$ cat src/design/fali_pkg.sv
// fali_pkg: shared types and constants for the four axis linear interpolator
// item structs, lane control struct, limit register reset values
// no dependencies
package fali_pkg;

	localparam int NUM_JOINTS_DEF = 4;
	localparam int NUM_TARGETS    = 4;
	localparam int NUM_REGS       = 8;
	localparam int REG_IDX_W      = 3;
	localparam int ANGLE_W        = 8;

	localparam logic [ANGLE_W-1:0] RESET_POSITION = 8'd100;

	localparam logic [ANGLE_W-1:0] REG_RESET [NUM_REGS] = '{
		8'd0, 8'd180, 8'd85, 8'd180, 8'd80, 8'd180, 8'd120, 8'd175
	};

	typedef enum logic {
		CMD_MOVE = 1'b0,
		CMD_TICK = 1'b1
	} cmd_t;

	typedef struct packed {
		logic               cmd;
		logic [ANGLE_W-1:0] target_pan;
		logic [ANGLE_W-1:0] target_shoulder;
		logic [ANGLE_W-1:0] target_elbow;
		logic [ANGLE_W-1:0] target_gripper;
	} req_item_t;

	typedef struct packed {
		logic [ANGLE_W-1:0] pan_angle;
		logic [ANGLE_W-1:0] shoulder_angle;
		logic [ANGLE_W-1:0] elbow_angle;
		logic [ANGLE_W-1:0] gripper_angle;
		logic               driven;
		logic               moving;
	} rsp_item_t;

	typedef struct packed {
		logic               load;
		logic               tick;
		logic [ANGLE_W-1:0] run;
	} lane_ctl_t;

endpackage

$ cat src/design/four_axis_linear_interpolator.sv
// four_axis_linear_interpolator: coordinated linear move of up to four joints
// depends on fali_pkg, fali_lane, fali_merge
// result: registered on the clock edge that accepts the item
// throughput: one item per cycle while results are taken, set by the single-step quotient and remainder update per lane
// a new item is taken while a result waits only if that result is taken in the same cycle
// reset: positions 100, idle, limit registers to their defaults, output empty
module four_axis_linear_interpolator #(
	parameter int NUM_JOINTS = fali_pkg::NUM_JOINTS_DEF
) (
	input  logic                           clk,
	input  logic                           arst_n,
	input  logic                           req_valid,
	output logic                           req_ready,
	input  fali_pkg::req_item_t            req,
	output logic                           rsp_valid,
	input  logic                           rsp_ready,
	output fali_pkg::rsp_item_t            rsp,
	input  logic                           cfg_we,
	input  logic [fali_pkg::REG_IDX_W-1:0] cfg_idx,
	input  logic [fali_pkg::ANGLE_W-1:0]   cfg_data
);

	logic [7:0] regs_q [fali_pkg::NUM_REGS];
	logic [7:0] run_q;
	logic [7:0] step_q;
	logic       rsp_valid_q;
	fali_pkg::rsp_item_t rsp_q;

	logic       accept;
	logic       load;
	logic       tick;
	logic [7:0] longest;
	logic [8:0] step_inc;
	logic [7:0] step_nxt;
	logic [7:0] run_nxt;
	fali_pkg::lane_ctl_t lane_ctl;
	fali_pkg::rsp_item_t rsp_nxt;

	logic [7:0] targets [fali_pkg::NUM_TARGETS];
	logic [7:0] pos_nxt [NUM_JOINTS];
	logic [7:0] mags    [NUM_JOINTS];
	logic [7:0] angles  [fali_pkg::NUM_TARGETS];

	assign req_ready = !rsp_valid_q || rsp_ready;
	assign accept    = req_valid && req_ready;
	assign load      = accept && (req.cmd == fali_pkg::CMD_MOVE);
	assign tick      = accept && (req.cmd == fali_pkg::CMD_TICK) && (step_q != '0);

	assign targets[0] = req.target_pan;
	assign targets[1] = req.target_shoulder;
	assign targets[2] = req.target_elbow;
	assign targets[3] = req.target_gripper;

	assign lane_ctl.load = load;
	assign lane_ctl.tick = tick;
	assign lane_ctl.run  = run_q;

	for (genvar j = 0; j < NUM_JOINTS; j++) begin : g_lane
		if (j < fali_pkg::NUM_TARGETS) begin : g_tgt
			fali_lane #(.HAS_TARGET(1'b1)) u_lane (
				.clk     (clk),
				.arst_n  (arst_n),
				.ctl     (lane_ctl),
				.target  (targets[j]),
				.lo      (regs_q[2*j]),
				.hi      (regs_q[2*j+1]),
				.pos_nxt (pos_nxt[j]),
				.mag     (mags[j])
			);
		end else begin : g_hold
			fali_lane #(.HAS_TARGET(1'b0)) u_lane (
				.clk     (clk),
				.arst_n  (arst_n),
				.ctl     (lane_ctl),
				.target  (8'd0),
				.lo      (8'd0),
				.hi      (8'd0),
				.pos_nxt (pos_nxt[j]),
				.mag     (mags[j])
			);
		end
	end

	fali_merge #(.NUM_JOINTS(NUM_JOINTS)) u_merge (
		.mags    (mags),
		.longest (longest)
	);

	for (genvar j = 0; j < fali_pkg::NUM_TARGETS; j++) begin : g_ang
		if (j < NUM_JOINTS) begin : g_on
			assign angles[j] = pos_nxt[j];
		end else begin : g_off
			assign angles[j] = '0;
		end
	end

	always_comb begin
		step_inc = {1'b0, step_q} + 9'd1;
		run_nxt  = run_q;
		step_nxt = step_q;
		if (load) begin
			run_nxt  = longest;
			step_nxt = (longest != '0) ? 8'd1 : 8'd0;
		end else if (tick) begin
			step_nxt = (step_inc > {1'b0, run_q}) ? 8'd0 : step_inc[7:0];
		end
		rsp_nxt.pan_angle      = angles[0];
		rsp_nxt.shoulder_angle = angles[1];
		rsp_nxt.elbow_angle    = angles[2];
		rsp_nxt.gripper_angle  = angles[3];
		rsp_nxt.driven         = tick;
		rsp_nxt.moving         = (step_nxt != '0);
	end

	always_ff @(posedge clk or negedge arst_n) begin
		if (!arst_n) begin
			for (int i = 0; i < fali_pkg::NUM_REGS; i++) begin
				regs_q[i] <= fali_pkg::REG_RESET[i];
			end
			run_q       <= '0;
			step_q      <= '0;
			rsp_valid_q <= 1'b0;
		end else begin
			if (cfg_we) begin
				regs_q[cfg_idx] <= cfg_data;
			end
			run_q  <= run_nxt;
			step_q <= step_nxt;
			if (accept) begin
				rsp_valid_q <= 1'b1;
			end else if (rsp_ready) begin
				rsp_valid_q <= 1'b0;
			end
		end
	end

	always_ff @(posedge clk) begin
		if (accept) begin
			rsp_q <= rsp_nxt;
		end
	end

	assign rsp_valid = rsp_valid_q;
	assign rsp       = rsp_q;

endmodule

$ cat src/design/fali_lane.sv
// fali_lane: one joint of the interpolator
// clamps the target (a hold lane keeps its place), latches start and delta,
// tracks floor(step*delta/run) by running quotient and remainder; needs fali_pkg
module fali_lane #(
	parameter bit HAS_TARGET = 1'b1
) (
	input  logic                         clk,
	input  logic                         arst_n,
	input  fali_pkg::lane_ctl_t          ctl,
	input  logic [fali_pkg::ANGLE_W-1:0] target,
	input  logic [fali_pkg::ANGLE_W-1:0] lo,
	input  logic [fali_pkg::ANGLE_W-1:0] hi,
	output logic [fali_pkg::ANGLE_W-1:0] pos_nxt,
	output logic [fali_pkg::ANGLE_W-1:0] mag
);

	logic [7:0]        pos_q;
	logic [7:0]        start_q;
	logic signed [8:0] delta_q;
	logic signed [9:0] quot_q;
	logic [7:0]        rem_q;

	logic [7:0]         lim_lo;
	logic [7:0]         end_pos;
	logic signed [8:0]  d;
	logic [8:0]         d_abs;
	logic signed [10:0] acc;
	logic signed [10:0] run_s;
	logic signed [10:0] rem_n;
	logic signed [9:0]  quot_n;

	always_comb begin
		lim_lo = (target < lo) ? lo : target;
		if (HAS_TARGET) begin
			end_pos = (lim_lo > hi) ? hi : lim_lo;
		end else begin
			end_pos = pos_q;
		end
		d     = signed'({1'b0, end_pos}) - signed'({1'b0, pos_q});
		d_abs = d[8] ? 9'(-d) : 9'(d);
		mag   = d_abs[7:0];

		run_s = signed'({3'b000, ctl.run});
		acc   = signed'({3'b000, rem_q}) + 11'(delta_q);
		if (acc >= run_s) begin
			rem_n  = acc - run_s;
			quot_n = quot_q + 10'sd1;
		end else if (acc < 11'sd0) begin
			rem_n  = acc + run_s;
			quot_n = quot_q - 10'sd1;
		end else begin
			rem_n  = acc;
			quot_n = quot_q;
		end
		pos_nxt = ctl.tick ? (start_q + quot_n[7:0]) : pos_q;
	end

	always_ff @(posedge clk or negedge arst_n) begin
		if (!arst_n) begin
			pos_q   <= fali_pkg::RESET_POSITION;
			start_q <= '0;
			delta_q <= '0;
			quot_q  <= '0;
			rem_q   <= '0;
		end else if (ctl.load) begin
			start_q <= pos_q;
			delta_q <= d;
			quot_q  <= '0;
			rem_q   <= '0;
		end else if (ctl.tick) begin
			pos_q  <= pos_nxt;
			quot_q <= quot_n;
			rem_q  <= rem_n[7:0];
		end
	end

endmodule

$ cat src/design/fali_merge.sv
// fali_merge: combines the lanes' absolute deltas into the run length
// largest magnitude over all joints; depends on fali_pkg
module fali_merge #(
	parameter int NUM_JOINTS = fali_pkg::NUM_JOINTS_DEF
) (
	input  logic [fali_pkg::ANGLE_W-1:0] mags [NUM_JOINTS],
	output logic [fali_pkg::ANGLE_W-1:0] longest
);

	always_comb begin
		longest = '0;
		for (int j = 0; j < NUM_JOINTS; j++) begin
			if (mags[j] > longest) begin
				longest = mags[j];
			end
		end
	end

endmodule

$ cat config.mk
export PLATFORM = sky130hd
export DESIGN_NAME = four_axis_linear_interpolator
export DESIGN_NICKNAME = d
export VERILOG_FILES = /design/src/design/fali_pkg.sv /design/src/design/four_axis_linear_interpolator.sv /design/src/design/fali_lane.sv /design/src/design/fali_merge.sv
export SDC_FILE = /design/constraint.sdc
export NUM_CORES = 1
export LEC_CHECK = 0
export ABC_AREA = 1
export BUFFER_PORTS_ARGS = -buffer_cell sky130_fd_sc_hd__buf_2
export CORE_AREA = 10 10 145 281
export CTS_BUF_LIST = sky130_fd_sc_hd__clkbuf_4
export DETAILED_ROUTE_END_ITERATION = 8
export DIE_AREA = 0 0 155 291
export PLACE_DENSITY_LB_ADDON = 0.25
export SLEW_MARGIN = 20
export SYNTH_ARGS = -nofsm -noshare
export SYNTH_HDL_FRONTEND = slang
export SYNTH_SLANG_ARGS = --single-unit
$ cat constraint.sdc
create_clock -name clk -period 12.4 [get_ports clk]
set_clock_uncertainty 0.15 [all_clocks]
set_input_delay 3.1 -clock clk [delete_from_list [all_inputs] [get_ports clk]]
set_output_delay 3.1 -clock clk [all_outputs]
set_load 0.005 [all_outputs]
Word level (Yosys, flattened, before mapping):

Index checks and enable logic that the tools add are counted.

* register bits: 287
* input port bits: 49
* output and inout port bits: 36
* logic and storage cells: 182

* $add $sub $neg: 33
* $lt $le $gt $ge: 23
* mux-type cells: 61
* bitwise logic cells: 3
* reduce and logical (&&, ||, !) cells: 21

Operator list (count)
* 2-to-1 mux 8 bit: 40
* 2-to-1 mux 10 bit: 16
* adder 8 bit: 8
* bitwise mux 64 bit: 1
* > comparator 8 bit: 7
* adder 10 x 2 -> 10 bit, second input constant: 4
* adder 9 x 9 -> 10 bit: 4
* >= comparator 10 x 9 -> 1 bit: 4
* less-than comparator 10 x 1 -> 1 bit, second input constant: 4
* subtractor 10 x 2 -> 10 bit, second input constant: 4
* subtractor 8 x 8 -> 9 bit: 4
* less-than comparator 8 bit: 4
* negation 8 bit: 4
* subtractor 8 bit: 4
* demux 8 bit (select 3 bit): 1
* nonzero test 8 bit: 3
* nonzero test 3 bit: 4
* AND reduction 2 bit: 5
* adder 8 x 1 -> 9 bit, second input constant: 1
* > comparator 9 x 8 -> 1 bit: 1
* > comparator 8 x 1 -> 1 bit, second input constant: 1
* logical AND 1 bit: 5
* >= comparator 4 bit, second input constant: 1
* less-than comparator 4 x 1 -> 1 bit, second input constant: 1
* other kinds (6): 10

Depth between registers and ports, before layout:

Gate-level depths: netlist of run 1.

* depth in word-level cells: 19
* depth in mapped cells: 75
* mapped depth without buffers: 73

By module:

From an unflattened synthesis of run 1, not the netlist that was laid out.

* cell total of the unflattened synthesis: 3233
* area total of the unflattened synthesis: 23917.9 um2

By module, submodules not included
* fali_lane (g_lane[2].g_tgt.u_lane ...): times used 2, cells an instance 657, area an instance 4543.1 um2, seq. area each 1029.7 um2
* fali_lane (g_lane[1].g_tgt.u_lane): times used 1, cells an instance 656, area an instance 4618.2 um2, seq. area each 1029.7 um2
* four_axis_linear_interpolator: times used 1, cells an instance 428, area an instance 4586.9 um2, seq. area each 3083.0 um2
* fali_lane (g_lane[0].g_tgt.u_lane): times used 1, cells an instance 660, area an instance 4553.1 um2, seq. area each 1029.7 um2
* fali_merge: times used 1, cells an instance 175, area an instance 1073.5 um2, seq. area each 0.0 um2

Least setup slack after synthesis of run 1:

No wires, ideal clock.

* path type: input port to flip-flop
* start point: input port req[25] in the netlist's numbering
* end point: register rsp_q, in the netlist rsp[0] (data pin)
* setup time: 0.259 ns
* data arrival time: 11.060 ns
* data required time: 11.991 ns
* slack: 0.931 ns
* stages: 64
* buffers on the path: 5
* path through: ha_1 -> a21boi_0 -> o211ai_1 -> nand2_1 -> nand3_1 -> nand2_1 -> a21oi_1 -> o21bai_1 -> clkbuf_1 -> o21ai_0 -> ha_1 -> nand2_1 -> nor2_1 -> nand3_1 -> o21ai_1 -> clkbuf_1 -> o21ai_0 -> ha_1 -> (+28 left out) -> nand2_1 -> clkbuf_8 -> or2_2 -> nand2_2 -> ha_1 -> a21oi_1 -> o21ai_0 -> nand2_1 -> o211ai_1 -> nand2_1 -> buf_4 -> nand3_1 -> o21ai_0 -> nand2_1 -> nor2_1 -> nand4_2 -> nand2_2 -> nand3_2

RTL lines
* from (decl): line four_axis_linear_interpolator.sv:14 `input fali_pkg::req_item_t req,`
* to (signal assigned): line four_axis_linear_interpolator.sv:139 `rsp_q <= rsp_nxt;`
* to (decl): line four_axis_linear_interpolator.sv:27 `fali_pkg::rsp_item_t rsp_q;`

==> run summary, run 1 <==
post-synthesis cell type count - 59
Avg Cell Area, Syn - 7.56 um2
drt via density - 5.67
crit-path most repeated cell - nand2_1
Hold-fix buffers, CTS - 0
FILL cells - 3246
r2r startpoint - regs_q[57]$_DFFE_PN0P_
DP Cell Count - 3444
row count - 99
Synth Register Bits - 279
most common cell after layout, fill and taps aside - nand2_1
area occupied by multi-input gates - 13400 um2
outcome - complete, but fails checks
via count - 20.3k
number of top-level pins - 85
fin util - 0.665
Area Growth Syn to Fin - 7.24%
Crit Path Category - in2reg
CP max stage delay - 570 ps
sequential area share after synthesis - 0.320
Routed WL per cell - 17.1 um
dominant synthesized flop cell - dfrtp_1
CTS root buf - clkbuf_4
vias in the first global route - 20.6k
initial core utilization - 0.620
cells after synthesis - 2978
Routed Wire Length - 61200 um
initial antenna violation count - 1
CORE AREA - 36300 um2
CP max stage cell - fa_1
CTS clk-pin slew, worst paths - 80 ps
Max FO, Critical Path - 16
failing checks - DRC
fmax - 87.3 MHz
max-slew violation count - 0
GPL Wtd Cong - 0.941
Hold Crit Start - regs_q[63]$_DFFE_PN0P_
H-Tree Depth - 3
Horiz. Die Dim - 155 um
post-route ant nets - 0
Worst Setup End Kind - flop
drt drc - 1
Setup crit start - req[25]
Startpoint Class - input pin
most frequent cells in the layout - 733 x nand2_1, 376 x inv_1, 351 x o21ai_0, 258 x ha_1, 205 x dfrtp_1
CTS tree - built
Die Span Y - 291 um
final net count - 3390
async set or reset register ratio after synthesis - 0.878
CP required - 12780 ps
final hold violation count - 0
grt total ovfl - 0
Post-Layout Cell Count - 3575
setup TNS - 0 ps
first-pass GRT wire length - 100000 um
post-layout min period - 11450 ps
Mapped Area - 22500 um2
fin crit share - 0.923
total die area - 45100 um2
Slew Limit Headroom - 0.261
CTS Sinks - 279
IO buf count - 84
Register Area - 7200 um2
RSZ-0062 raised after global routing - false
Clock Path Buffers - 3
largest net degree at the start of global routing - 115
worst-margin pin slew - 1110 ps
Worst Hold Margin - 336 ps
Post-synth EDFFs - 34
Final HPWL DP - 46500 um
syn nets - 3305
gr usage total - 0.271
type of the tightest min-delay check - reg2reg
CP delay by family, top - simple AND/OR/NAND/NOR gates
Clock Latency Late Sink - 790 ps
max-cap viol count - 0
CTS Buf Count - 71
Initial DRT Pass Iterations - 8
synth warn - 0
WP data arrival - 11830 ps
final setup fails - 0
DRT iter0 DRCs - 1063
ratio of cells with drive above 1 in the final layout - 0.118
Buf/Inv on CP - 6
[final timing paths]
check / end / slack (ps) / cells after the start
max: rsp[0]$_DFFE_PP_ / 950 / 64
min: regs_q[63]$_DFFE_PN0P_ / 340 / 2
max reg2reg: rsp[0]$_DFFE_PP_ / 3000 / 64
min reg2reg: regs_q[63]$_DFFE_PN0P_ / 340 / 2
max in group asynchronous: g_lane[3].g_tgt.u_lane.rem_q[1]$_DFFE_PN0P_ / 8540 / 2
min in group asynchronous: regs_q[54]$_DFFE_PN0P_ / 2220 / 1
[registers in the layout, indices dropped and copies added (netlist names)]
name / cells
g_lane.g_tgt.u_lane.delta_q: 36
g_lane.g_tgt.u_lane.rem_q: 32
run_q: 8
g_lane.g_tgt.u_lane.pos_q: 32
regs_q: 64
g_lane.g_tgt.u_lane.start_q: 32
rsp_valid: 1
step_q: 8
rsp: 34
g_lane.g_tgt.u_lane.quot_q: 32
[metrics by stage]
step / area [um2] / setup WS (ps)
6_report: 24100 / 949
4_1_cts: 24100 / 449
3_5_place_dp: 23200 / -363
5_1_grt: 24100 / 10.2
2_1_floorplan: 22500 / 931
3_3_place_gp: 23200 / -121
[layout make-up]
cell class / count / area share
antenna: 1 / 0.000104
inverter: 394 / 0.0614
timing repair buffer: 104 / 0.0242
multi-input combinational: 2213 / 0.555
sequential: 279 / 0.298
clock buffer: 104 / 0.0323
tap: 454 / 0.0235
clock inverter: 26 / 0.00477
[logic make-up after synthesis]
| group | after synthesis | synth area share |
|---|---|---|
| AND/OR/NAND/NOR | 1130 | 0.212 |
| adder cells (fa/ha/maj) | 278 | 0.161 |
| AO/OA/AOI/OAI | 661 | 0.164 |
| flip-flops | 279 | 0.320 |
| buffers and inverters | 486 | 0.0861 |
| XOR/XNOR | 144 | 0.0570 |
[synthesized netlist by cell type, drive strengths merged, types with 9 or more instances]
master	n	share of area
nand2	766	0.13
inv	394	0.066
o21ai	393	0.089
ha	258	0.14
dfrtp	205	0.23
nor2	163	0.028
a21oi	151	0.036
nand3	127	0.032
xor2	109	0.043
clkbuf	58	0.010
dfstp	40	0.047
xnor2	35	0.014
buf	34	0.010
edfxtp	34	0.045
o22ai	29	0.0081
nand4	27	0.0078
o211ai	23	0.0086
fa	20	0.018
nor3	17	0.0040
o21bai	14	0.0047
a21o	13	0.0043
nand3b	12	0.0046
o31ai	9	0.0030
[per-layer routing]
| layer | track usage | wire, um | up-vias | part of all wire |
|---|---|---|---|---|
| met5 | 0 | 0 | - | 0 |
| met4 | 0.163 | 3600 | 0 | 0.059 |
| met3 | 0.0418 | 2860 | 194 | 0.047 |
| met2 | 0.487 | 31600 | 584 | 0.52 |
| met1 | 0.287 | 23100 | 9459 | 0.38 |
| li1 | - | - | 10000 | - |
[tightest hold or removal path: stages (launching register included)]
cell and delay (ps):
dfrtp_1 340, nand2_1 50, o21ai_0 50
[what timing repair did]
action                     CTS  global route
hold endpoints to repair     0             0
resized for setup            0             9
setup endpoints to repair    0            10
buffers inserted             0             0
Power of run 1 is left out: the tool's default activity adds up to more than one toggle a clock period on the data nets, which glitch-free logic cannot reach.
==> run 2: changes to the inputs <==
--- a/config.mk
+++ b/config.mk
@@ -7,12 +7,13 @@
 export LEC_CHECK = 0
 export ABC_AREA = 1
 export BUFFER_PORTS_ARGS = -buffer_cell sky130_fd_sc_hd__buf_2
-export CORE_AREA = 10 10 145 281
+export CORE_AREA = 10 10 149 289
 export CTS_BUF_LIST = sky130_fd_sc_hd__clkbuf_4
 export DETAILED_ROUTE_END_ITERATION = 8
-export DIE_AREA = 0 0 155 291
+export DIE_AREA = 0 0 159 299
 export PLACE_DENSITY_LB_ADDON = 0.25
 export SLEW_MARGIN = 20
 export SYNTH_ARGS = -nofsm -noshare
 export SYNTH_HDL_FRONTEND = slang
+export SYNTH_HIERARCHICAL = 1
 export SYNTH_SLANG_ARGS = --single-unit
==> run summary, run 2 <==
CTS root buf - clkbuf_4
worst-margin pin slew - 972 ps (-136 ps)
fin util - 0.668 (+0.00236)
max reg flops - 64 (unchanged)
initial antenna violation count - 1 (unchanged)
CP max stage cell - o41ai_4
post-synthesis cell type count - 58 (-1.7%)
flop2flop setup slack - 2890 ps (-110 ps)
Final WS setup - 984 ps (+34.7 ps)
largest net degree at the start of global routing - 69 (-40%)
via count - 21.2k (+4.6%)
final setup fails - 0 (unchanged)
max-slew violation count - 0 (unchanged)
hold path depth - 2 (unchanged)
Routed WL per cell - 15.3 um (-10%)
gr usage total - 0.246 (-0.0249)
synth warn - 6 (+6)
R2R depth - 56 (-13%)
fin crit share - 0.921 (-0.00280)
Initial DRT Pass Iterations - 5 (-3)
Avg Cell Area, Syn - 7.40 um2 (-2.1%)
share of Yosys cell area claimed by the top area cell type - 0.214 (-0.0134)
WP data arrival - 11780 ps (-50 ps)
Synth Register Bits - 279 (unchanged)
final hold violation count - 0 (unchanged)
Post-synth EDFFs - 34 (unchanged)
Hold-fix buffers, CTS - 0 (unchanged)
outcome - complete, no violations
worst setup path end - rsp[0]$_DFFE_PP_
Startpoint Class - input pin
total die area - 47500 um2 (+5.4%)
reg-to-reg critical path endpoint - rsp[0]$_DFFE_PP_
row count - 102 (+3.0%)
dominant cells by area after synthesis - dfrtp_1 21%, ha_1 13%, nand2_1 13%, inv_1 7.7%, o21ai_0 6.4%
Levels on crit path - 57 (-11%)
count leader, synth - nand2_1
fmax - 87.6 MHz (+0.30%)
Crit Path Category - in2reg
setup TNS - 0 ps (unchanged)
most frequent cells in the layout - 831 x nand2_1, 488 x inv_1, 304 x o21ai_0, 258 x ha_1, 205 x dfrtp_1
Routed Wire Length - 59700 um (-2.4%)
async set or reset register ratio after synthesis - 0.878 (unchanged)
Die Span Y - 299 um (+2.7%)
Final HPWL DP - 45700 um (-1.8%)
Clock Latency Late Sink - 800 ps (about the same)
Mapped Area - 23900 um2 (+6.2%)
syn nets - 3560 (+7.7%)
Slew Limit Headroom - 0.351 (+0.0898)
Place WS - -103 ps (+261 ps)
type of the tightest min-delay check - reg2reg
top post-synthesis cells by count - 831 x nand2_1, 488 x inv_1, 304 x o21ai_0
cells after synthesis - 3233 (+8.6%)
r2r startpoint - regs_q[42]$_DFFE_PN1P_
Setup crit start - req[19]
Biggest register - regs_q
vias in the first global route - 20.3k (-1.5%)
Synth area leader - dfrtp_1
final net count - 3644 (+7.5%)
H-Tree Depth - 3 (unchanged)
GPL Wtd Cong - 0.928 (-1.4%)
CORE AREA - 38400 um2 (+5.8%)
number of top-level pins - 85 (unchanged)
grt total ovfl - 0 (unchanged)
max-cap viol count - 0 (unchanged)
most common cell after layout, fill and taps aside - nand2_1
CTS Sinks - 279 (unchanged)
Horiz. Die Dim - 159 um (+2.6%)
Max FO, Critical Path - 16 (unchanged)
dominant synthesized flop cell - dfrtp_1
first-pass GRT wire length - 98600 um (-1.8%)
CP required - 12760 ps (-20 ps)
drt via density - 5.44 (-4.0%)
IO buf count - 84 (unchanged)
post-route ant nets - 0 (unchanged)
Area Growth Syn to Fin - 7.22% (about the same)
CP max stage delay - 710 ps (+140 ps)
Clock Path Buffers - 3 (unchanged)
drt drc - 0 (-1)
CTS tree - built
crit-path most repeated cell - nand2_1
Buf/Inv on CP - 6 (unchanged)
Worst Setup End Kind - flop
RSZ-0062 raised after global routing - false
post-layout min period - 11420 ps (-34.7 ps)
DRT iter0 DRCs - 1074 (+1.0%)
CTS clk-pin slew, worst paths - 70 ps (about the same)
CP delay by family, top - simple AND/OR/NAND/NOR gates
ratio of cells with drive above 1 in the final layout - 0.122 (+0.00328)
sequential area share after synthesis - 0.301 (-0.0188)
CTS Buf Count - 69 (-2.8%)
initial core utilization - 0.623 (+0.00226)
==> run 2: cell types whose count changed in the layout (fill, tap and decap cells not counted), sizes merged, moves of 11 or more <==
cell and delta:
inv +112, clkbuf -14, xor2 +11, a21oi +12, nand4 +17, o21ai -32
nand3 +63, nand2 +121
==> run 2: kinds of logic after synthesis <==
family                     after synthesis  share of synthesized area
buffers and inverters                  590                      0.101
DFF                                    279                      0.301
and+or+nand+nor                       1324                      0.248
adders and majority gates              278                      0.152
AOI/OAI and AO/OA                      606                      0.142
xor gates and xnor gates               156                     0.0574
==> run 2: per-layer routing <==
layer | global-route usage | up-vias | wire length (um)
li1 | - | 10700 | -
met1 | 0.296 | 9820 | 25900
met2 | 0.435 | 511 | 29600
met3 | 0.0380 | 118 | 2540
met4 | 0.0855 | 0 | 1700
met5 | 0 | - | 0
==> run 2: metrics by stage <==
stage	instance area (um2)	cells	hold slack [ps]
2_1_floorplan	23900	3233	303
3_3_place_gp	24600	3764	316
3_5_place_dp	24600	3764	323
4_1_cts	25600	3891	339
5_1_grt	25600	3894	344
6_report	25600	3896	336
==> run 2: how the worst min path moves through the flow <==
stage / startpoint / to / slack, ps
2_1_floorplan: g_lane[2].g_tgt.u_lane/pos_q[7]$_DFFE_PN0P_ / g_lane[2].g_tgt.u_lane/start_q[7]$_DFFE_PN0P_ / 300
3_3_place_gp: g_lane[3].g_tgt.u_lane/rem_q[4]$_DFFE_PN0P_ / g_lane[3].g_tgt.u_lane/rem_q[4]$_DFFE_PN0P_ / 320
3_5_place_dp: regs_q[10]$_DFFE_PN0P_ / regs_q[10]$_DFFE_PN0P_ / 320
4_1_cts: g_lane[0].g_tgt.u_lane/rem_q[2]$_DFFE_PN0P_ / g_lane[0].g_tgt.u_lane/rem_q[2]$_DFFE_PN0P_ / 340
5_1_grt: g_lane[0].g_tgt.u_lane/rem_q[2]$_DFFE_PN0P_ / g_lane[0].g_tgt.u_lane/rem_q[2]$_DFFE_PN0P_ / 340
6_report: g_lane[2].g_tgt.u_lane/rem_q[5]$_DFFE_PN0P_ / g_lane[2].g_tgt.u_lane/rem_q[5]$_DFFE_PN0P_ / 340
==> run 2: tightest hold or removal path, delay by kind of cell, from the launching register on <==
family | cells | cell delay [ps]
flops | 1 | 350
simple gates | 2 | 110
==> run 2: layout make-up <==
class                   count  area (um2)
fillers                  3378       12800
diodes                      3        7.51
well taps                 520         651
multi-input cells        2364       14300
inverters                 509        1930
clock buffers              90         676
flip-flops and latches    279        7200
repair buffers             94         505
clock inverters            37         335
==> run 2: what timing repair did <==
action | in CTS | in global routing
buffers inserted | 0 | 2
resized for setup | 0 | 1
endpoints found under the setup margin | 0 | 2
Power of run 2 is left out for the same reason.
==> run 3: changes to the inputs <==
--- a/config.mk
+++ b/config.mk
@@ -7,10 +7,12 @@
 export LEC_CHECK = 0
 export ABC_AREA = 1
 export BUFFER_PORTS_ARGS = -buffer_cell sky130_fd_sc_hd__buf_2
-export CORE_AREA = 10 10 149 289
+export CAP_MARGIN = 20
+export CORE_AREA = 2 2 141 281
 export CTS_BUF_LIST = sky130_fd_sc_hd__clkbuf_4
 export DETAILED_ROUTE_END_ITERATION = 8
-export DIE_AREA = 0 0 159 299
+export DIE_AREA = 0 0 143 283
+export HOLD_SLACK_MARGIN = 0.06
 export PLACE_DENSITY_LB_ADDON = 0.25
 export SLEW_MARGIN = 20
 export SYNTH_ARGS = -nofsm -noshare
==> run summary, run 3 (synthesis gave the netlist of run 2 again) <==
outcome - complete, no violations
flop2flop setup slack - 3020 ps (+130 ps)
Final WS setup - 986 ps (+2.96 ps)
CTS clk-pin slew, worst paths - 60 ps (about the same)
row count - 102 (unchanged)
gr usage total - 0.292 (+0.0461)
first-pass GRT wire length - 96300 um (-2.4%)
Buf/Inv on CP - 8 (+2)
initial antenna violation count - 1 (unchanged)
Place WS - 206 ps (+309 ps)
H-Tree Depth - 3 (unchanged)
Initial DRT Pass Iterations - 9 (+4)
final net count - 3643 (-0.027%)
CTS Sinks - 279 (unchanged)
Crit Path Category - in2reg
Clock Latency Late Sink - 760 ps (-40 ps)
worst-margin pin slew - 1120 ps (+149 ps)
max reg flops - 64 (unchanged)
r2r startpoint - regs_q[63]$_DFFE_PN0P_
GPL Wtd Cong - 0.910 (-2.0%)
final hold violation count - 0 (unchanged)
drt via density - 5.39 (-0.91%)
IO buf count - 84 (unchanged)
setup TNS - 0 ps (unchanged)
Die Span Y - 283 um (-5.4%)
max-cap viol count - 0 (unchanged)
post-layout min period - 11410 ps (-2.96 ps)
Hold Path End - regs_q[54]$_DFFE_PN0P_
via count - 21.0k (-1.0%)
ratio of cells with drive above 1 in the final layout - 0.120 (-0.00108)
RSZ-0062 raised after global routing - false
hold path depth - 2 (unchanged)
CTS Buf Count - 69 (unchanged)
crit-path most repeated cell - nand2_1
Horiz. Die Dim - 143 um (-10%)
most common cell after layout, fill and taps aside - nand2_1
Max FO, Critical Path - 16 (unchanged)
Biggest register - regs_q
drt drc - 0 (unchanged)
CTS root buf - clkbuf_4
reg-to-reg critical path endpoint - rsp[0]$_DFFE_PP_
max-slew violation count - 0 (unchanged)
R2R depth - 58 (+3.6%)
final setup fails - 0 (unchanged)
fmax - 87.6 MHz (about the same)
Hold Crit Start - regs_q[54]$_DFFE_PN0P_
Routed WL per cell - 15.0 um (-2.2%)
CP required - 12720 ps (-40 ps)
CORE AREA - 38400 um2 (unchanged)
CTS tree - built
number of top-level pins - 85 (unchanged)
CP max stage cell - o211ai_1
WP data arrival - 11740 ps (-40 ps)
Clock Path Buffers - 3 (unchanged)
Worst Setup End Kind - flop
grt total ovfl - 0 (unchanged)
type of the tightest min-delay check - reg2reg
CP max stage delay - 710 ps (about the same)
Startpoint Class - input pin
largest net degree at the start of global routing - 146 (+110%)
total die area - 40500 um2 (-15%)
Hold-fix buffers, CTS - 0 (unchanged)
Slew Limit Headroom - 0.250 (-0.101)
most frequent cells in the layout - 831 x nand2_1, 488 x inv_1, 304 x o21ai_0, 258 x ha_1, 205 x dfrtp_1
DRT iter0 DRCs - 1048 (-2.4%)
fin crit share - 0.920 (about the same)
initial core utilization - 0.623 (unchanged)
vias in the first global route - 20.2k (-0.67%)
CP delay by family, top - simple AND/OR/NAND/NOR gates
Final HPWL DP - 44500 um (-2.5%)
Routed Wire Length - 58300 um (-2.4%)
Area Growth Syn to Fin - 6.75%
post-route ant nets - 0 (unchanged)
run 3: cell type report:
class / instances / area (um2)
multi-input cells: 2364 / 14300
fillers: 3372 / 12900
flip-flops and latches: 279 / 7200
well taps: 520 / 651
diodes: 1 / 2.50
inverters: 509 / 1930
clock inverters: 36 / 256
repair buffers: 93 / 508
clock buffers: 89 / 668
run 3: worst max-delay path by stage:
| stage | slack (ps) | end | cells after the start | startpoint |
|---|---|---|---|---|
| detailed placement | 210 | rsp[0]$_DFFE_PP_ | 54 | req[23] |
| global placement | 480 | rsp[0]$_DFFE_PP_ | 57 | req[23] |
| global route | 120 | rsp[0]$_DFFE_PP_ | 60 | req[31] |
| finish | 990 | rsp[0]$_DFFE_PP_ | 58 | req[31] |
| floorplan | 1490 | rsp[0]$_DFFE_PP_ | 61 | req[27] |
| CTS | 960 | rsp[0]$_DFFE_PP_ | 57 | req[23] |
run 3: metal layers:
layer  global-route usage  routed length [um]
met5                    0                   0
met4                0.125                2320
met3               0.0384                2410
met2                0.499               28500
met1                0.366               25000
run 3: metrics by stage:
stage          std cells   util  cell area (um2)  hold WS, ps
3_3_place_gp        3762  0.640            24600          313
4_1_cts             3887  0.664            25500          339
5_1_grt             3891  0.665            25500          357
3_5_place_dp        3762  0.640            24600          323
2_1_floorplan       3233      -            23900          303
6_report            3891  0.665            25500          337
run 3: repair_timing:
item | CTS | global route
endpoints found under the setup margin | 0 | 1
buffers inserted | 0 | 2
gates resized for setup | 0 | 1
run 3: tightest hold or removal path: cells and delay by family (launching register included):
kind             cells  cell delay, ps
AO/OA/AOI/OAI        1              60
flip-flops           1             350
AND/OR/NAND/NOR      1              50
Power of run 3 is left out for the same reason.
